<file path="config.mk">
export PLATFORM = sky130hd
export DESIGN_NAME = sdes_block_cipher_flat
export DESIGN_NICKNAME = d
export VERILOG_FILES = /design/src/sv/sdes_pkg.sv /design/src/sv/sdes_if.sv /design/src/sv/sdes_block_cipher.sv /design/src/flat_wrapper.sv
export SDC_FILE = /design/constraint.sdc
export NUM_CORES = 1
export LEC_CHECK = 0
export BUFFER_PORTS_ARGS = -buffer_cell sky130_fd_sc_hd__buf_2
export CORE_ASPECT_RATIO = 2
export CORE_MARGIN = 4
export CORE_UTILIZATION = 60
export CTS_BUF_LIST = sky130_fd_sc_hd__clkbuf_4 sky130_fd_sc_hd__clkbuf_8
export CTS_CLUSTER_SIZE = 16
export DETAILED_ROUTE_END_ITERATION = 6
export PLACE_DENSITY = 0.93
export SYNTH_ARGS = -nofsm -noshare
export SYNTH_HDL_FRONTEND = slang
export SYNTH_SLANG_ARGS = --single-unit
</file>
<file path="constraint.sdc">
create_clock -name clock -period 6.7 [get_ports clock]
set_input_delay 1.34 -clock clock [delete_from_list [all_inputs] [get_ports clock]]
set_output_delay 1.34 -clock clock [all_outputs]
set_load 0.05 [all_outputs]
</file>
<file path="src/sv/sdes_pkg.sv">
`timescale 1ns / 1ps
// sdes_pkg: widths, permutation tables, s-boxes and round helper functions
// for the simplified des cipher; no dependencies

package sdes_pkg;

   localparam int KeyWidth   = 10;
   localparam int BlockWidth = 8;
   localparam int HalfWidth  = 4;
   localparam int SubkeyWidth = 8;

   typedef logic [KeyWidth-1:0]    key_type;
   typedef logic [BlockWidth-1:0]  block_type;
   typedef logic [HalfWidth-1:0]   half_type;
   typedef logic [SubkeyWidth-1:0] subkey_type;
   typedef logic [1:0]             sbox_out_type;

   typedef logic [3:0] idx_type;

   localparam idx_type TabP10 [10] = '{4'd9, 4'd7, 4'd3, 4'd8, 4'd0,
                                        4'd2, 4'd6, 4'd5, 4'd1, 4'd4};
   localparam idx_type TabP8 [8]   = '{4'd3, 4'd1, 4'd7, 4'd5, 4'd0, 4'd6, 4'd4, 4'd2};
   localparam idx_type TabIp [8]   = '{4'd7, 4'd6, 4'd4, 4'd0, 4'd2, 4'd5, 4'd1, 4'd3};
   localparam idx_type TabIpInv [8] = '{4'd3, 4'd6, 4'd4, 4'd7, 4'd2, 4'd5, 4'd1, 4'd0};
   localparam idx_type TabE [8]    = '{4'd0, 4'd1, 4'd0, 4'd0, 4'd2, 4'd3, 4'd3, 4'd2};
   localparam idx_type TabP4 [4]   = '{4'd1, 4'd0, 4'd3, 4'd2};

   localparam sbox_out_type TabS0 [16] = '{2'd1, 2'd0, 2'd2, 2'd3, 2'd3, 2'd1, 2'd0, 2'd2,
                                           2'd2, 2'd0, 2'd3, 2'd1, 2'd1, 2'd3, 2'd2, 2'd0};
   localparam sbox_out_type TabS1 [16] = '{2'd0, 2'd3, 2'd1, 2'd2, 2'd3, 2'd2, 2'd0, 2'd1,
                                           2'd1, 2'd0, 2'd3, 2'd2, 2'd2, 2'd1, 2'd3, 2'd0};

   // msb-first: output position j takes input position tab[j]
   function automatic key_type perm_p10(key_type v);
      key_type r;
      r = '0;
      for (int j = 0; j < KeyWidth; j++) begin
         r[KeyWidth-1-j] = v[KeyWidth-1-int'(TabP10[j])];
      end
      return r;
   endfunction

   function automatic subkey_type perm_p8(subkey_type v);
      subkey_type r;
      r = '0;
      for (int j = 0; j < SubkeyWidth; j++) begin
         r[SubkeyWidth-1-j] = v[SubkeyWidth-1-int'(TabP8[j])];
      end
      return r;
   endfunction

   function automatic block_type perm_ip(block_type v);
      block_type r;
      r = '0;
      for (int j = 0; j < BlockWidth; j++) begin
         r[BlockWidth-1-j] = v[BlockWidth-1-int'(TabIp[j])];
      end
      return r;
   endfunction

   function automatic block_type perm_ip_inv(block_type v);
      block_type r;
      r = '0;
      for (int j = 0; j < BlockWidth; j++) begin
         r[BlockWidth-1-j] = v[BlockWidth-1-int'(TabIpInv[j])];
      end
      return r;
   endfunction

   function automatic subkey_type expand(half_type v);
      subkey_type r;
      r = '0;
      for (int j = 0; j < SubkeyWidth; j++) begin
         r[SubkeyWidth-1-j] = v[HalfWidth-1-int'(TabE[j])];
      end
      return r;
   endfunction

   function automatic half_type perm_p4(half_type v);
      half_type r;
      r = '0;
      for (int j = 0; j < HalfWidth; j++) begin
         r[HalfWidth-1-j] = v[HalfWidth-1-int'(TabP4[j])];
      end
      return r;
   endfunction

   // second subkey when late is set (rotate by 3), else first (rotate by 1)
   function automatic subkey_type make_subkey(key_type key, logic late);
      key_type    k;
      logic [4:0] hi;
      logic [4:0] lo;
      k  = perm_p10(key);
      hi = late ? {k[6:5], k[9:7]} : {k[8:5], k[9]};
      lo = late ? {k[1:0], k[4:2]} : {k[3:0], k[4]};
      return perm_p8({hi[2:0], lo});
   endfunction

   function automatic half_type round_f(half_type right, subkey_type k);
      subkey_type x;
      half_type   a;
      half_type   b;
      x = expand(right) ^ k;
      a = x[7:4];
      b = x[3:0];
      return perm_p4({TabS0[{a[3], a[0], a[2], a[1]}], TabS1[{b[3], b[0], b[2], b[1]}]});
   endfunction

endpackage

</file>
<file path="src/sv/sdes_if.sv">
`timescale 1ns / 1ps
// sdes_req_if and sdes_rsp_if: valid/ready channels for the cipher
// depends on sdes_pkg

interface sdes_req_if;
   logic                 valid;
   logic                 ready;
   logic                 mode;
   sdes_pkg::block_type  block_in;

   modport source (output valid, output mode, output block_in, input ready);
   modport sink (input valid, input mode, input block_in, output ready);
endinterface

interface sdes_rsp_if;
   logic                 valid;
   logic                 ready;
   sdes_pkg::block_type  block_out;

   modport source (output valid, output block_out, input ready);
   modport sink (input valid, input block_out, output ready);
endinterface

</file>
<file path="src/sv/sdes_block_cipher.sv">
`timescale 1ns / 1ps
// sdes_block_cipher: simplified des, one byte per cycle while rsp_bus does not stall
// depends on sdes_pkg and sdes_if
//
//   channel   dir   handshake        payload
//   req_bus   in    valid / ready    mode, block_in
//   rsp_bus   out   valid / ready    block_out
//   csr_*     in    csr_write_en     csr_write_data (10-bit key)
//
// one request per cycle unless rsp_bus stalls; a taken request passes the input register, then the result register
// the input register feeds both rounds, the result register holds block_out
// a stalled result holds while the input register keeps one more request
// reset clears valid flags and the key to zero

module sdes_block_cipher (
   input  logic                  clock,
   input  logic                  reset,
   sdes_req_if.sink              req_bus,
   sdes_rsp_if.source            rsp_bus,
   input  logic                  csr_write_en,
   input  sdes_pkg::key_type     csr_write_data
);

   sdes_pkg::key_type     key_ff;
   logic                  in_valid_ff;
   logic                  in_mode_ff;
   sdes_pkg::block_type   in_block_ff;
   logic                  out_valid_ff;
   sdes_pkg::block_type   out_block_ff;

   logic                  out_free;
   logic                  in_free;
   sdes_pkg::subkey_type  k_first;
   sdes_pkg::subkey_type  k_second;
   sdes_pkg::block_type   ip_blk;
   sdes_pkg::half_type    l1;
   sdes_pkg::half_type    l2;
   sdes_pkg::block_type   out_block_in;

   assign out_free = !out_valid_ff || rsp_bus.ready;
   assign in_free  = !in_valid_ff || out_free;
   assign req_bus.ready = in_free;
   assign rsp_bus.valid = out_valid_ff;
   assign rsp_bus.block_out = out_block_ff;

   // decrypt swaps subkey order
   always_comb begin
      k_first  = sdes_pkg::make_subkey(key_ff, in_mode_ff);
      k_second = sdes_pkg::make_subkey(key_ff, !in_mode_ff);
      ip_blk   = sdes_pkg::perm_ip(in_block_ff);
      l1       = ip_blk[7:4] ^ sdes_pkg::round_f(ip_blk[3:0], k_first);
      l2       = ip_blk[3:0] ^ sdes_pkg::round_f(l1, k_second);
      out_block_in = sdes_pkg::perm_ip_inv({l2, l1});
   end

   always_ff @(posedge clock) begin
      if (reset) begin
         key_ff       <= '0;
         in_valid_ff  <= 1'b0;
         out_valid_ff <= 1'b0;
      end else begin
         if (csr_write_en) begin
            key_ff <= csr_write_data;
         end
         if (in_free) begin
            in_valid_ff <= req_bus.valid;
         end
         if (out_free) begin
            out_valid_ff <= in_valid_ff;
         end
      end
   end

   always_ff @(posedge clock) begin
      if (in_free && req_bus.valid) begin
         in_mode_ff  <= req_bus.mode;
         in_block_ff <= req_bus.block_in;
      end
      if (out_free && in_valid_ff) begin
         out_block_ff <= out_block_in;
      end
   end

   a_accept_fills_input: assert property (@(posedge clock) disable iff (reset)
      (req_bus.valid && req_bus.ready) |=> in_valid_ff)
      else $error("accepted request not held in input register");

   a_input_moves_to_output: assert property (@(posedge clock) disable iff (reset)
      (in_valid_ff && out_free) |=> out_valid_ff)
      else $error("request lost between input and result register");

   a_input_holds_when_blocked: assert property (@(posedge clock) disable iff (reset)
      (in_valid_ff && !out_free) |=> (in_valid_ff && $stable(in_block_ff)
                                      && $stable(in_mode_ff)))
      else $error("input register changed while result stalled");

   a_reset_clears_valid: assert property (@(posedge clock)
      reset |=> (!out_valid_ff && !in_valid_ff))
      else $error("valid flags not cleared by reset");

endmodule
</file>
<file path="src/flat_wrapper.sv">
// flat-port wrapper written by rule: the top's interface ports become plain ports
module sdes_block_cipher_flat 
  (clock, reset, csr_write_en, csr_write_data, req_bus_valid, req_bus_mode, req_bus_block_in, req_bus_ready, rsp_bus_valid, rsp_bus_block_out, rsp_bus_ready);
  sdes_req_if req_bus_i ();
  sdes_rsp_if rsp_bus_i ();
  input  logic clock;
  input  logic reset;
  input  logic csr_write_en;
  input  sdes_pkg::key_type csr_write_data;
  input wire logic [$bits(req_bus_i.valid)-1:0] req_bus_valid;
  input wire logic [$bits(req_bus_i.mode)-1:0] req_bus_mode;
  input wire logic [$bits(req_bus_i.block_in)-1:0] req_bus_block_in;
  output wire logic [$bits(req_bus_i.ready)-1:0] req_bus_ready;
  output wire logic [$bits(rsp_bus_i.valid)-1:0] rsp_bus_valid;
  output wire logic [$bits(rsp_bus_i.block_out)-1:0] rsp_bus_block_out;
  input wire logic [$bits(rsp_bus_i.ready)-1:0] rsp_bus_ready;
  assign req_bus_i.valid = req_bus_valid;
  assign req_bus_i.mode = req_bus_mode;
  assign req_bus_i.block_in = req_bus_block_in;
  assign req_bus_ready = req_bus_i.ready;
  assign rsp_bus_valid = rsp_bus_i.valid;
  assign rsp_bus_block_out = rsp_bus_i.block_out;
  assign rsp_bus_i.ready = rsp_bus_ready;
  sdes_block_cipher u_core (.clock(clock), .reset(reset), .req_bus(req_bus_i), .rsp_bus(rsp_bus_i), .csr_write_en(csr_write_en), .csr_write_data(csr_write_data));
endmodule
</file>
After elaboration in Yosys (flattened, before gate mapping)
Memory sizes are Yosys's and may differ from the RTL's.
Cells that the tools add are included.
- flip-flop bits (word level): 29
- ROM bits: 128
- input port bits: 24
- output and inout bits: 10
- word-level logic and storage cells: 40
- memories kept: 4
- magnitude comparators: 4
- mux-type cells: 12
- bitwise logic cells: 8
- reductions and logical operators: 6
- memory list (name ; depth ; width ; read ports ; clocked after Yosys merged registers in ; write ports ; line ; source):
    (name not given) ; 16 ; 2 ; 1 ; 0 ; 0 ; sdes_pkg.sv:106 ; return perm_p4({TabS0[{a[3], a[0], a[2], a[1]}], TabS1[{b[3], b[0], b[2], b[1]}]});
    (name not given) ; 16 ; 2 ; 1 ; 0 ; 0 ; sdes_pkg.sv:106 ;
    (name not given) ; 16 ; 2 ; 1 ; 0 ; 0 ; sdes_pkg.sv:106 ;
    (name not given) ; 16 ; 2 ; 1 ; 0 ; 0 ; sdes_pkg.sv:106 ;
- operators with widths (operator ; number):
    $ge 5x5->1 const B ; 4
    $not 4->5 ; 4
    $mux 2 ; 8
    $xor 8x8->8 ; 2
    $mux 5 ; 2
    $xor 4x4->4 ; 2
    $mux 3 ; 2
    $logic_and 1x1->1 ; 2
    $logic_not 1->1 ; 2
    $logic_or 1x1->1 ; 2

Depth between registers and ports, before layout
Gate-level depths: netlist (run 1).
- word-level depth: 13
- mapped depth: 11
- gate-level depth less buffers: 9

Worst setup path before layout (run 1)
OpenSTA, ideal clock, no wires.
- path type: input to output
- from: in rsp_bus_ready
- to: out req_bus_ready
- arrival: 1.863 ns
- required time: 5.360 ns
- path slack: 3.497 ns
- cell stages on the path: 2
- path buffers: 0
- cell sequence: nor2b_1 > nand2_1
- longest elaborated chain between the ends: 2
- ends and longest elaborated chain (element ; line ; source):
    start: declaration ; flat_wrapper.sv:16 ; input wire logic [$bits(rsp_bus_i.ready)-1:0] rsp_bus_ready;
    $logic_or 1x1->1 ; sdes_block_cipher.sv:40 ; assign out_free = !out_valid_ff || rsp_bus.ready;
    $logic_or 1x1->1 ; sdes_block_cipher.sv:41 ; assign in_free = !in_valid_ff || out_free;
    end: declaration ; flat_wrapper.sv:13 ; output wire logic [$bits(req_bus_i.ready)-1:0] req_bus_ready;
Every way passes these cells.

Worst setup path after layout (run 1)
Same ends and word-level chain as after synthesis.

==> results.cfg, run 1 <==
[synthesis]
syn_area_sq_um = 2020
avgSynthCellArea_sq_um = 10.2
synth_edf_count = 17
async_reset_ff_frac = 0
postSynthCellCount = 198
yosys_warnings = 0
synth_nets = 222
ys.flop_type = edfxtp_1
yosysSeqAreaShare = 0.371
yosys_register_bits = 29
synth_area_leader_cell = edfxtp_1
synthDistinctLibCells = 53
synthTopCellsByCount = 24 x mux2i_1, 24 x nor2_1, 17 x edfxtp_1
synthTopCellsByArea = edfxtp_1 25%, dfxtp_1 12%, mux2i_1 12%
synth_top_cell_area_share = 0.252

[setup_path]
critPathRequiredTime_ns = 5.36
path_class = in -> out
crit_path_max_fanout = 4
rr_startpoint = u_core.in_mode_ff$_DFFE_PP_
startpoint = rsp_bus_ready
crit_arrival_ns = 1.98
start_kind = input port
worst_setup_path_end_kind = output port

[floorplan]
die_x_um = 49.1
core_area_sq_um = 3190
boundaryPins = 34
rows = 29
start_util = 0.634
die_h_um = 90.1
dieArea_sq_um = 4420

[route]
vias_per_cell = 6.15
initialDrtViolationCount = 38
ant_nets = 0
via_count = 1594
drc = 0
wl_per_cell_um = 15.7
dr.pass1.iters = 4
drt_wl_total_um = 4060

[placed_design]
dp_cells = 251
portBuffers = 33
gp_congestion = 0.808
dp_hpwl_um = 2980

[pwr]
p_comb_frac = 0.295
power.total_mw = 0.582
switching_power_mw = 0.175
p_sw_frac = 0.301
max-vdd-ir-drop_mv = 0.206
pwr-share-clk = 0.320
p_leak_nw = 0.936
power_density_nw_per_um2 = 257
intPower_mw = 0.407
seqPwrFrac = 0.385

[clock_tree]
root_buffer = clkbuf_8
clkLatencyLatePin_ns = 0.28
path_clk_slew_ns = 0.06
cts_made_buffers = 5
cts_tree = built
cts_buffer_depth = 2
cts.sinks = 29
cts_setup_buffers = 0
cts-resized-gates = 0
postCtsHoldBufs = 0
h-tree-depth = 2

[sta]
skew_ns = 0.00571
final.min_clock_period_ns = 3.32
rsz0062_at_grt = false
finalHoldViolations = 0
final_max_slew_viol_count = 0
post-route-period-util = 0.496
setup_tns_ns = 0
tightest_slew_ns = 0.720
maxSlewHeadroom = 0.519
clock.fmax_ghz = 0.301
setup_viol = 0

[global_routing]
grt_pass1_vias = 1554
grt_usage = 0.196
gr-total-overflow = 0
grt_antenna_before_repair = 0
grt_pass1_wl_um = 6870
grt_max_degree = 35

[worst_hold_path]
hold_path_class = reg -> reg
hp-start = u_core.in_valid_ff$_SDFFE_PP0N_

[layout]
area_growth_pct = 11.7
fin_util = 0.708
instances_no_fill = 259
fillers = 239
n_antenna_cell = 0
fin_nets = 251
drive_gt1_frac = 0.232

[flow_run]
max-cap-violations = 0

[run_status]
status = completed
[power by group through the flow]
stage / combinational (mW) / clock, mW / sequential, mW
floorplan: 0.124 / 0 / 0.245
global placement: 0.166 / 0 / 0.226
detailed placement: 0.171 / 0 / 0.227
CTS: 0.172 / 0.190 / 0.224
global route: 0.187 / 0.199 / 0.226
finish: 0.172 / 0.186 / 0.224
[through the flow]
step	setup WS [ns]	cell area, sq um	hold slack, ns
6_report	3.38	2260	0.551
5_1_grt	3.27	2260	0.592
4_1_cts	3.38	2260	0.554
3_5_place_dp	3.38	2140	0.523
3_3_place_gp	3.43	2140	0.501
2_1_floorplan	3.50	2020	0.478
[area by class of cell]
cell class              count  area, sq um  area share
flip-flops and latches     29          751       0.332
multi-input cells         153         1160       0.513
clock buffers               7         90.1      0.0399
well taps                  31         38.8      0.0172
inverters                   4         17.5     0.00775
clock inverters             1         30.0      0.0133
repair buffers             34          173      0.0764
[path summary, 6_finish.rpt]
kind	to	depth (start not counted)	slack, ns
setup / recovery	req_bus_ready	4	3.38
setup reg to reg	u_core.rsp_bus.block_out[1]$_DFFE_PP_	9	3.86
hold / removal	u_core.in_valid_ff$_SDFFE_PP0N_	2	0.55
hold reg to reg	u_core.in_valid_ff$_SDFFE_PP0N_	2	0.55
[critical path, stage by stage]
cell and delay [ns]:
buf_2 0.10, nor2b_1 0.23, nand2_1 0.10, buf_2 0.22
[per-layer routing]
metal / GRT usage / vias up / share of wire
met5: 0 / - / 0
met4: 0.103 / 0 / 0.031
met3: 0.0364 / 11 / 0.042
met2: 0.348 / 56 / 0.57
met1: 0.209 / 743 / 0.36
li1: - / 784 / -
[cells in the final DEF (no fill, tap or decap), types with 2 or more instances in the layout]
master and count:
a211o_1 2, a211oi_1 3, a21o_1 3, a21oi_1 6, a221o_1 3, a31oi_1 3
and2_1 4, buf_2 33, clkbuf_8 6, dfxtp_1 12, edfxtp_1 17, inv_1 3
mux2_2 2, mux2i_1 24, nand2_1 9, nand2b_1 3, nand3_1 2, nand3b_1 2
nand4_1 2, nor2_1 24, nor2b_1 4, o211a_1 3, o21a_1 3, o21ai_0 6
xnor2_1 15, xor2_1 8
[cells by family (layout without fill, tap and decap cells)]
| logic type | after synthesis | after routing | synth area share |
|---|---|---|---|
| simple gates | 54 | 54 | 0.127 |
| mux | 28 | 28 | 0.148 |
| flops | 29 | 29 | 0.371 |
| xor+xnor | 25 | 25 | 0.121 |
| buf+inv | 16 | 46 | 0.0557 |
| compound gates | 46 | 46 | 0.177 |
[state kept, by name (all words and copies together) (netlist names)]
signal	flops
u_core.in_valid_ff	1
u_core.key_ff	10
u_core.in_block_ff	8
u_core.in_mode_ff	1
u_core.rsp_bus.block_out	8
u_core.rsp_bus.valid	1
Power figures use the tool's default switching activity.
==> run 2: changes to the inputs <==
- CORE_UTILIZATION: 60 -> 58
- PLACE_DENSITY: 0.93 -> 0.91
- clock period: 6.7 -> 3.4 ns (I/O delays scaled with it)
==> results.cfg, run 2 (synthesis results as in run 1) <==
[run_status]
status = completed

[floorplan]
boundaryPins = 34
start_util = 0.599
core_area_sq_um = 3380
die_h_um = 91.5
die_x_um = 49.8
rows = 30
dieArea_sq_um = 4550

[setup_path]
crit_buf_inv = 2
cpLargestDelayFamily = compound AO/OA/AOI/OAI gates
crit_arrival_ns = 3.08
critPathRequiredTime_ns = 3.44
crit_chain = buf_4, nand2_1, a32o_1, a211o_1, xnor2_4, inv_4, a311oi_2, a31oi_1, o32ai_2, xnor2_1
slowest_stage = edfxtp_1
start_kind = register
worst_setup_path_end_kind = register
crit_path_max_fanout = 24
path_class = reg -> reg
cpPeakStageDelay_ns = 0.70

[global_routing]
grt_usage = 0.203
grt_pass1_wl_um = 7090
grt_pass1_vias = 1587
grt_max_degree = 25
grt_antenna_before_repair = 0
gr-total-overflow = 0

[layout]
fin_util = 0.669
fin_nets = 251
area_growth_pct = 11.8
regMostFlops = u_core.key_ff
instances_no_fill = 260
final_cell_mix = 33 x buf_2, 24 x mux2i_1, 24 x nor2_1
final_common_cell = buf_2
largest_reg_flops = 10
drive_gt1_frac = 0.232
n_antenna_cell = 0

[clock_tree]
postCtsHoldBufs = 0
cts.sinks = 29
clkLatencyLatePin_ns = 0.28
h-tree-depth = 2
cts_setup_buffers = 0
cts_tree = built
root_buffer = clkbuf_8
cts_made_buffers = 5
cts_buffer_depth = 2
cts-resized-gates = 0
path_clk_slew_ns = 0.07

[sta]
final.min_clock_period_ns = 3.04
clock.fmax_ghz = 0.328
rsz0062_at_grt = false
post-route-period-util = 0.895
finalHoldViolations = 0
setup_ws_ns = 0.355
setup_viol = 0
fin_hold_ws_ns = 0.513
setup_tns_ns = 0
skew_ns = 0.00683
final_max_slew_viol_count = 0
tightest_slew_ns = 0.739
maxSlewHeadroom = 0.506

[route]
initialDrtViolationCount = 37
wl_per_cell_um = 16.1
via_count = 1619
ant_nets = 0
dr.pass1.iters = 4
drt_wl_total_um = 4180
drc = 0
vias_per_cell = 6.23

[pwr]
max-vdd-ir-drop_mv = 0.351
p_leak_nw = 0.936
power_density_nw_per_um2 = 514

[worst_hold_path]
hold_path_class = reg -> reg

[placed_design]
pre_cts_slack_ns = 0.393
portBuffers = 33
gp_congestion = 0.900
dp_hpwl_um = 3060
dp_cells = 252

[flow_run]
max-cap-violations = 0
-- run 2: routing by layer --
layer  GRT usage  routed length (um)
met1       0.199                1490
met2       0.377                2350
met3      0.0394                 186
met4       0.118                 150
met5           0                   0
-- run 2: final cells by class --
| class | count | area [sq um] |
|---|---|---|
| Clock buffer | 7 | 90.1 |
| Clock inverter | 1 | 30.0 |
| Fill cell | 266 | 1120 |
| Inverter | 4 | 17.5 |
| Multi-Input combinational cell | 153 | 1160 |
| Sequential cell | 29 | 751 |
| Tap cell | 32 | 40.0 |
| Timing Repair Buffer | 34 | 173 |
-- run 2: tightest hold or removal path, stage by stage (launching register included) --
cell and delay, ns:
dfxtp_1 0.33, nor2_1 0.10, nor2_1 0.05
-- run 2: per-stage QoR --
stage | total power [mW] | area, sq um
floorplan | 0.728 | 2020
global placement | 0.774 | 2140
detailed placement | 0.785 | 2140
CTS | 1.16 | 2260
global route | 1.22 | 2260
finish | 1.16 | 2260
-- run 2: where the power goes --
group / leakage (nW) / total [mW] / internal (mW) / switching, mW
Sequential: 0.262 / 0.443 / 0.413 / 0.0293
Combinational: 0.612 / 0.340 / 0.142 / 0.198
Clock: 0.0619 / 0.379 / 0.247 / 0.132
Total: 0.936 / 1.16 / 0.801 / 0.360
-- run 2: worst paths after layout --
path / from / to / slack [ns] / cells past startpoint
worst max-delay path: u_core.in_mode_ff$_DFFE_PP_ / u_core.rsp_bus.block_out[1]$_DFFE_PP_ / 0.36 / 10
worst min-delay path: u_core.in_valid_ff$_SDFFE_PP0N_ / u_core.rsp_bus.valid$_SDFFE_PP0P_ / 0.51 / 2
worst max register to register: u_core.in_mode_ff$_DFFE_PP_ / u_core.rsp_bus.block_out[1]$_DFFE_PP_ / 0.36 / 10
worst min register to register: u_core.in_valid_ff$_SDFFE_PP0N_ / u_core.rsp_bus.valid$_SDFFE_PP0P_ / 0.51 / 2
==> run 3: changes to the inputs <==
- MAX_ROUTING_LAYER: unset -> met4
==> results.cfg, run 3 (synthesis results as in run 1) <==
[route]
vias_per_cell = 6.25
dr.pass1.iters = 5
via_count = 1626
drc = 0
ant_nets = 0
initialDrtViolationCount = 44
wl_per_cell_um = 15.7
drt_wl_total_um = 4090

[floorplan]
rows = 30
boundaryPins = 34
core_area_sq_um = 3380
start_util = 0.599
dieArea_sq_um = 4550
die_h_um = 91.5
die_x_um = 49.8

[sta]
setup_ws_ns = 0.357
setup_tns_ns = 0
final.min_clock_period_ns = 3.04
final_max_slew_viol_count = 0
clock.fmax_ghz = 0.329
setup_viol = 0
rsz0062_at_grt = false
maxSlewHeadroom = 0.529
tightest_slew_ns = 0.707
post-route-period-util = 0.895
skew_ns = 0.0109
finalHoldViolations = 0

[pwr]
power_density_nw_per_um2 = 512
p_sw_frac = 0.307
p_leak_nw = 0.936
p_comb_frac = 0.291
pwr-share-clk = 0.326
max-vdd-ir-drop_mv = 0.386
power.total_mw = 1.16
intPower_mw = 0.801
seqPwrFrac = 0.383
switching_power_mw = 0.355

[layout]
drive_gt1_frac = 0.232
fin_util = 0.669
final_cell_mix = 33 x buf_2, 24 x mux2i_1, 24 x nor2_1
final_common_cell = buf_2
largest_reg_flops = 10
fin_nets = 251
n_antenna_cell = 0
fillers = 274
regMostFlops = u_core.key_ff
area_growth_pct = 11.8

[setup_path]
start_kind = register
path_class = reg -> reg
critPathRequiredTime_ns = 3.43
crit_path_max_fanout = 18
crit_arrival_ns = 3.08
worst_setup_path_end_kind = register

[placed_design]
dp_hpwl_um = 3060
gp_congestion = 0.937
pre_cts_slack_ns = 0.414
portBuffers = 33

[global_routing]
grt_antenna_before_repair = 0
grt_usage = 0.212
grt_pass1_wl_um = 7110
grt_pass1_vias = 1602
grt_max_degree = 19
gr-total-overflow = 0

[clock_tree]
cts_setup_buffers = 0
h-tree-depth = 2
cts_tree = built
cts.sinks = 29
cts-resized-gates = 0
postCtsHoldBufs = 0
path_clk_slew_ns = 0.07
clkLatencyLatePin_ns = 0.29
cts_made_buffers = 5
cts_buffer_depth = 2
root_buffer = clkbuf_8

[worst_hold_path]
hold_path_class = reg -> reg

[run_status]
status = completed

[flow_run]
max-cap-violations = 0
[run 3: cell counts in the layout (fill, tap and decap cells not counted)]
No cell type changed its count.
[run 3: layout make-up]
class / count / area, sq um / area share
repair buffers: 34 / 173 / 0.0764
well taps: 32 / 40.0 / 0.0177
multi-input cells: 153 / 1160 / 0.513
clock buffers: 7 / 90.1 / 0.0398
clock inverters: 1 / 30.0 / 0.0133
inverters: 4 / 17.5 / 0.00775
flip-flops and latches: 29 / 751 / 0.332
[run 3: worst max-delay path, cell delays in order (launching register included)]
cell,delay (ns)
edfxtp_1,0.81
buf_4,0.37
mux2i_1,0.32
xor2_1,0.14
nand3_1,0.10
o21ai_0,0.10
xnor2_1,0.49
mux2i_1,0.24
o22ai_1,0.10
xnor2_1,0.14
[run 3: worst paths after layout]
| path | start | endpoint | slack [ns] | cells past startpoint |
|---|---|---|---|---|
| worst max-delay path | u_core.in_mode_ff$_DFFE_PP_ | u_core.rsp_bus.block_out[3]$_DFFE_PP_ | 0.36 | 9 |
| worst min register to register | u_core.in_valid_ff$_SDFFE_PP0N_ | u_core.rsp_bus.valid$_SDFFE_PP0P_ | 0.50 | 2 |
| worst min-delay path | u_core.in_valid_ff$_SDFFE_PP0N_ | u_core.rsp_bus.valid$_SDFFE_PP0P_ | 0.50 | 2 |
| worst max register to register | u_core.in_mode_ff$_DFFE_PP_ | u_core.rsp_bus.block_out[3]$_DFFE_PP_ | 0.36 | 9 |
[run 3: per-layer routing]
layer  up-vias  track usage  share of wire
met4         0        0.152          0.052
met2        68        0.383           0.57
li1        783            -              -
met5         -            -              0
met1       756        0.184           0.32
met3        19       0.0460          0.059
[run 3: per-stage QoR]
stage / hold WS (ns) / instance area, sq um / std cells
final: 0.499 / 2260 / 260
after global routing: 0.519 / 2260 / 260
after CTS: 0.506 / 2260 / 260
after detailed placement: 0.510 / 2140 / 252
after global placement: 0.503 / 2140 / 252
after floorplan: 0.478 / 2020 / 198
[run 3: power groups by stage]
stage / logic [mW] / clock network (mW) / registers [mW]
after detailed placement: 0.333 / 0 / 0.450
after global placement: 0.324 / 0 / 0.449
final: 0.336 / 0.377 / 0.444
after global routing: 0.366 / 0.399 / 0.449
after floorplan: 0.245 / 0 / 0.483
after CTS: 0.337 / 0.384 / 0.443
